<file path="src/rtl/core/unsigned_decimal_field_formatter_core_assert.svh">
// Assertion macros shared by the formatter RTL
`ifndef UNSIGNED_DECIMAL_FIELD_FORMATTER_CORE_ASSERT_SVH
`define UNSIGNED_DECIMAL_FIELD_FORMATTER_CORE_ASSERT_SVH

// cond must hold at every clock edge out of reset
`define UDFF_ASSERT_ALWAYS(label, clk, rst_n, cond, msg) \
    label: assert property (@(posedge clk) disable iff (!rst_n) (cond)) else $error(msg);

// ante implies cons in the same cycle
`define UDFF_ASSERT_SAME(label, clk, rst_n, ante, cons) \
    label: assert property (@(posedge clk) disable iff (!rst_n) (ante) |-> (cons)) \
        else $error("%m: same-cycle implication failed");

// ante implies cons in the next cycle
`define UDFF_ASSERT_NEXT(label, clk, rst_n, ante, cons) \
    label: assert property (@(posedge clk) disable iff (!rst_n) (ante) |=> (cons)) \
        else $error("%m: next-cycle implication failed");

`endif

</file>
<file path="src/rtl/core/udff_pkg.sv">
// Shared types and constants of the decimal field formatter
package udff_pkg;

    localparam int VALUE_W    = 32;
    localparam int FIELD_W    = 6;
    localparam int CHAR_W     = 8;
    localparam int CFG_IDX_W  = 3;
    localparam int MAX_DIGITS = 10;
    localparam int DIG_IDX_W  = 4;

    // Divide by ten: q = (t * RECIP_DIV10) >> RECIP_SHIFT, exact for 32-bit t
    localparam logic [VALUE_W-1:0] RECIP_DIV10 = 32'hCCCC_CCCD;
    localparam int                 RECIP_SHIFT = 35;

    localparam logic [CHAR_W-1:0] CHAR_ZERO  = 8'h30;
    localparam logic [CHAR_W-1:0] CHAR_SPACE = 8'h20;

    localparam logic [CFG_IDX_W-1:0] CFG_FIELD_WIDTH     = 3'd0;
    localparam logic [CFG_IDX_W-1:0] CFG_PRECISION_GIVEN = 3'd1;
    localparam logic [CFG_IDX_W-1:0] CFG_MIN_DIGITS      = 3'd2;
    localparam logic [CFG_IDX_W-1:0] CFG_LEFT_JUSTIFY    = 3'd3;
    localparam logic [CFG_IDX_W-1:0] CFG_ZERO_FILL       = 3'd4;

    typedef struct packed {
        logic load;
        logic conv;
        logic plan;
        logic emit;
    } ctrl_cmd_t;

    typedef struct packed {
        logic skip_conv;
        logic conv_done;
        logic field_empty;
        logic emit_last;
        logic out_free;
    } dp_status_t;

endpackage

</file>
<file path="src/rtl/core/udff_ctrl.sv">
// Controller: sequences load, digit extraction, planning and character output
`include "unsigned_decimal_field_formatter_core_assert.svh"

module udff_ctrl
(
    input  logic                  clk,
    input  logic                  rst_n,
    input  logic                  in_valid,
    output logic                  in_ready,
    input  udff_pkg::dp_status_t  status,
    output udff_pkg::ctrl_cmd_t   cmd
);
    import udff_pkg::*;

    localparam logic [1:0] ST_IDLE = 2'd0;
    localparam logic [1:0] ST_CONV = 2'd1;
    localparam logic [1:0] ST_PLAN = 2'd2;
    localparam logic [1:0] ST_EMIT = 2'd3;

    logic [1:0] state_reg;
    logic [1:0] state_next;

    always_comb
    begin
        state_next = state_reg;
        cmd        = '0;
        unique case (state_reg)
            ST_IDLE:
            begin
                if (in_valid)
                begin
                    cmd.load   = 1'b1;
                    state_next = status.skip_conv ? ST_PLAN : ST_CONV;
                end
            end
            ST_CONV:
            begin
                cmd.conv = 1'b1;
                if (status.conv_done)
                begin
                    state_next = ST_PLAN;
                end
            end
            ST_PLAN:
            begin
                cmd.plan   = 1'b1;
                state_next = ST_EMIT;
            end
            ST_EMIT:
            begin
                // Drop an empty field without output
                if (status.field_empty)
                begin
                    state_next = ST_IDLE;
                end
                else if (status.out_free)
                begin
                    cmd.emit = 1'b1;
                    if (status.emit_last)
                    begin
                        state_next = ST_IDLE;
                    end
                end
            end
            default:
            begin
                state_next = ST_IDLE;
            end
        endcase
    end

    always_ff @(posedge clk or negedge rst_n)
    begin
        if (!rst_n)
        begin
            state_reg <= ST_IDLE;
        end
        else
        begin
            state_reg <= state_next;
        end
    end

    assign in_ready = (state_reg == ST_IDLE);

    `UDFF_ASSERT_NEXT(a_conv_exit, clk, rst_n, state_reg == ST_CONV, state_reg == ST_CONV || state_reg == ST_PLAN)
endmodule

</file>
<file path="config.mk">
export PLATFORM = sky130hd
export DESIGN_NAME = udff_ctrl
export DESIGN_NICKNAME = d
export VERILOG_FILES = /design/src/rtl/core/udff_pkg.sv /design/src/rtl/core/udff_ctrl.sv
export VERILOG_INCLUDE_DIRS = /design/src /design/src/rtl/core
export SDC_FILE = /design/constraint.sdc
export NUM_CORES = 1
export LEC_CHECK = 0
export BUFFER_PORTS_ARGS = -buffer_cell sky130_fd_sc_hd__buf_2
export CORE_AREA = 2 2 39 41
export DETAILED_ROUTE_END_ITERATION = 12
export DIE_AREA = 0 0 41 43
export HOLD_SLACK_MARGIN = 0.1
export PLACE_DENSITY = 0.38
export SETUP_SLACK_MARGIN = 0.5
export SKIP_LAST_GASP = 1
export SYNTH_ARGS = -nofsm -noshare
export SYNTH_HDL_FRONTEND = slang
export SYNTH_SLANG_ARGS = --single-unit
</file>
<file path="constraint.sdc">
create_clock -name clk -period 1.96 [get_ports clk]
set_clock_uncertainty 0.15 [all_clocks]
set_input_delay 0.098 -clock clk [delete_from_list [all_inputs] [get_ports clk]]
set_output_delay 0.098 -clock clk [all_outputs]
set_load 0.01 [all_outputs]
</file>
==> results.sh <==
export IMPL_status="completed"
export IMPL_worst_path_max_fanout=3
export IMPL_timing_fmax_ghz=0.665
export IMPL_worst_slew_pin_slew_ps=260
export IMPL_antenna_found_initial=0
export IMPL_grt_start_max_net_pins=4
export IMPL_ios=13
export IMPL_numCtsBuffers=3
export IMPL_start_util_pct=13.9
export IMPL_clk_latency_ps=230
export IMPL_avgSynthCellArea_um2=9.63
export IMPL_synth_area_leaders="dfrtp_1 (26%), ha_1 (26%), mux2i_1 (21%)"
export IMPL_drv_cap=0
export IMPL_max_vdd_ir_drop_v=0.000619
export IMPL_cts_tree="yes"
export IMPL_syn_inst=20
export IMPL_synth_top_area_cell="dfrtp_1"
export IMPL_hold_viol_final=0
export IMPL_cts_max_path_buffers=2
export IMPL_wl_um=495
export IMPL_largest_register_ffs=2
export IMPL_core_um2=1380
export IMPL_synthTopCellsByCount="inv_1 (5), ha_1 (4), mux2i_1 (4), dfrtp_1 (2)"
export IMPL_criticalPathCategory="flop to flop"
export IMPL_vias_per_cell=3.73
export IMPL_synth_nets=32
export IMPL_p_leak_nw=0.219
export IMPL_synth_cell_types=9
export IMPL_drc=0
export IMPL_placed_area_um2=288
export IMPL_grt_use_total_pct=6.93
export IMPL_fin_crit_sh_pct=76.7
export IMPL_fin_area_um2=397
export IMPL_drive_gt1_share_pct=65.1
export IMPL_grt_pass1_wl_um=779
export IMPL_yosysMostFrequentCell="inv_1"
export IMPL_synth_yosys_seq_area_share_pct=26.0
export IMPL_grt_overflow_total=0
export IMPL_grt_pass1_vias=204
export IMPL_yosys_most_used_dff="dfrtp_1"
export IMPL_min_period_ps=1500
export IMPL_die_w_um=41
export IMPL_powerDensity_nw_per_um2=1370
export IMPL_gp_congestion=0.617
export IMPL_n_antenna_cell=0
export IMPL_hold_class="input pin to flop"
export IMPL_dieArea_um2=1760
export IMPL_yosysWarningCount=0
export IMPL_clock_sinks=2
export IMPL_crit_required_ps=1950
export IMPL_clkTransAtPathRegs_ps=30
export IMPL_dp_hpwl_um=387
export IMPL_antenna_left=0
export IMPL_end_kind="flop"
export IMPL_rsz0062_at_grt="yes"
export IMPL_firstDrtPassIters=4
export IMPL_syn_to_final_growth_pct=106
export IMPL_nNetsFinal=57
export IMPL_die_y_um=43
export IMPL_setup_tns_ps=0
export IMPL_synth_edf_count=0
export IMPL_cts_htree_levels=1
export IMPL_arrival_ps=1490
export IMPL_vias=220
export IMPL_rows=14
export IMPL_drv_slew=0
export IMPL_syn_area_um2=193
export IMPL_ctsRootBufferMaster="clkbuf_4"
export IMPL_async_flop_share_pct=100
export IMPL_post_drt_wl_per_cell_um=8.39
export IMPL_start_kind="flop"
export IMPL_drt_initial_drc_count=4
export IMPL_relSlewSlack_pct=82.7
export IMPL_io_buffers=12
export IMPL_finalSetupViolCount=0
export IMPL_synth_top_area_share_pct=26.0
export IMPL_ys_ff_latch=2
## placed cells by master (no fill, tap or decap)
master	n
ha_1	1
inv_1	3
nor2b_4	1
mux2i_1	4
clkbuf_4	3
buf_4	5
buf_6	1
inv_2	2
ha_4	1
a222oi_1	1
buf_2	11
and2_4	1
ha_2	2
dlygate4sd3_1	3
and2_2	1
nand2_1	1
dfrtp_1	2
## power by group
group	internal (W)	leakage, nW	switching, W
logic	0.000211	0.181	0.000153
registers	0.0000646	0.0240	0.0000215
clock network	0.0000676	0.0138	0.0000241
## logic make-up (layout without fill, tap and decap cells)
group | after synthesis | count (layout) | synth area share, %
adders and majority gates | 4 | 4 | 26.0
and+or+nand+nor | 4 | 4 | 12.3
DFF | 2 | 2 | 26.0
buffers and inverters | 5 | 28 | 9.74
AOI/OAI and AO/OA | 1 | 1 | 5.20
muxes | 4 | 4 | 20.8
## worst max-delay path: stages (launching register included)
cell	delay (ps)
dfrtp_1	380
inv_2	80
ha_2	170
a222oi_1	290
buf_4	180
mux2i_1	170
## final timing paths
check,startpoint,to,slack (ps),cells past startpoint
max reg2reg,state_reg[1],state_reg[0],460,5
min in group asynchronous,rst_n,state_reg[1],570,3
min,status[1],state_reg[1],230,5
max,state_reg[1],state_reg[0],460,5
max in group asynchronous,rst_n,state_reg[0],970,3
min reg2reg,state_reg[1],state_reg[1],470,2
## final cells by class
class,instances,area [um2]
inverter,5,18.8
fill,155,987
clock buffer,3,22.5
tap,16,20.0
sequential,2,50.0
timing repair buffer,20,134
multi-input combinational,13,151
## stage by stage
step / instances / setup slack, ps / utilization (%) / total power [W] / hold WS, ps
after floorplan: 20 / 436 / - / 0.000290 / -348
after global placement: 48 / 324 / 20.8 / 0.000360 / -264
after detailed placement: 48 / 324 / 20.8 / 0.000369 / -263
after CTS: 57 / 439 / 26.4 / 0.000514 / 223
after global routing: 59 / 329 / 28.7 / 0.000612 / 258
final: 59 / 456 / 28.7 / 0.000542 / 228
## what timing repair did
action	4_1_cts	5_1_grt
setup buffers	3	2
hold endpoints to repair	3	0
hold buffers	3	0
endpoints found under the setup margin	3	4
pin swaps	2	2
gates resized for setup	1	4
gates cloned	0	0
## metal layers
| layer | GRT usage [%] | wire [um] | vias up |
|---|---|---|---|
| met5 | 0 | 0 | - |
| met4 | 4.00 | 0 | 0 |
| met2 | 10.3 | 248 | 11 |
| met3 | 4.71 | 57 | 0 |
| met1 | 6.77 | 190 | 97 |
| li1 | - | - | 112 |
Note: power is estimated with default switching activity, not from simulation.
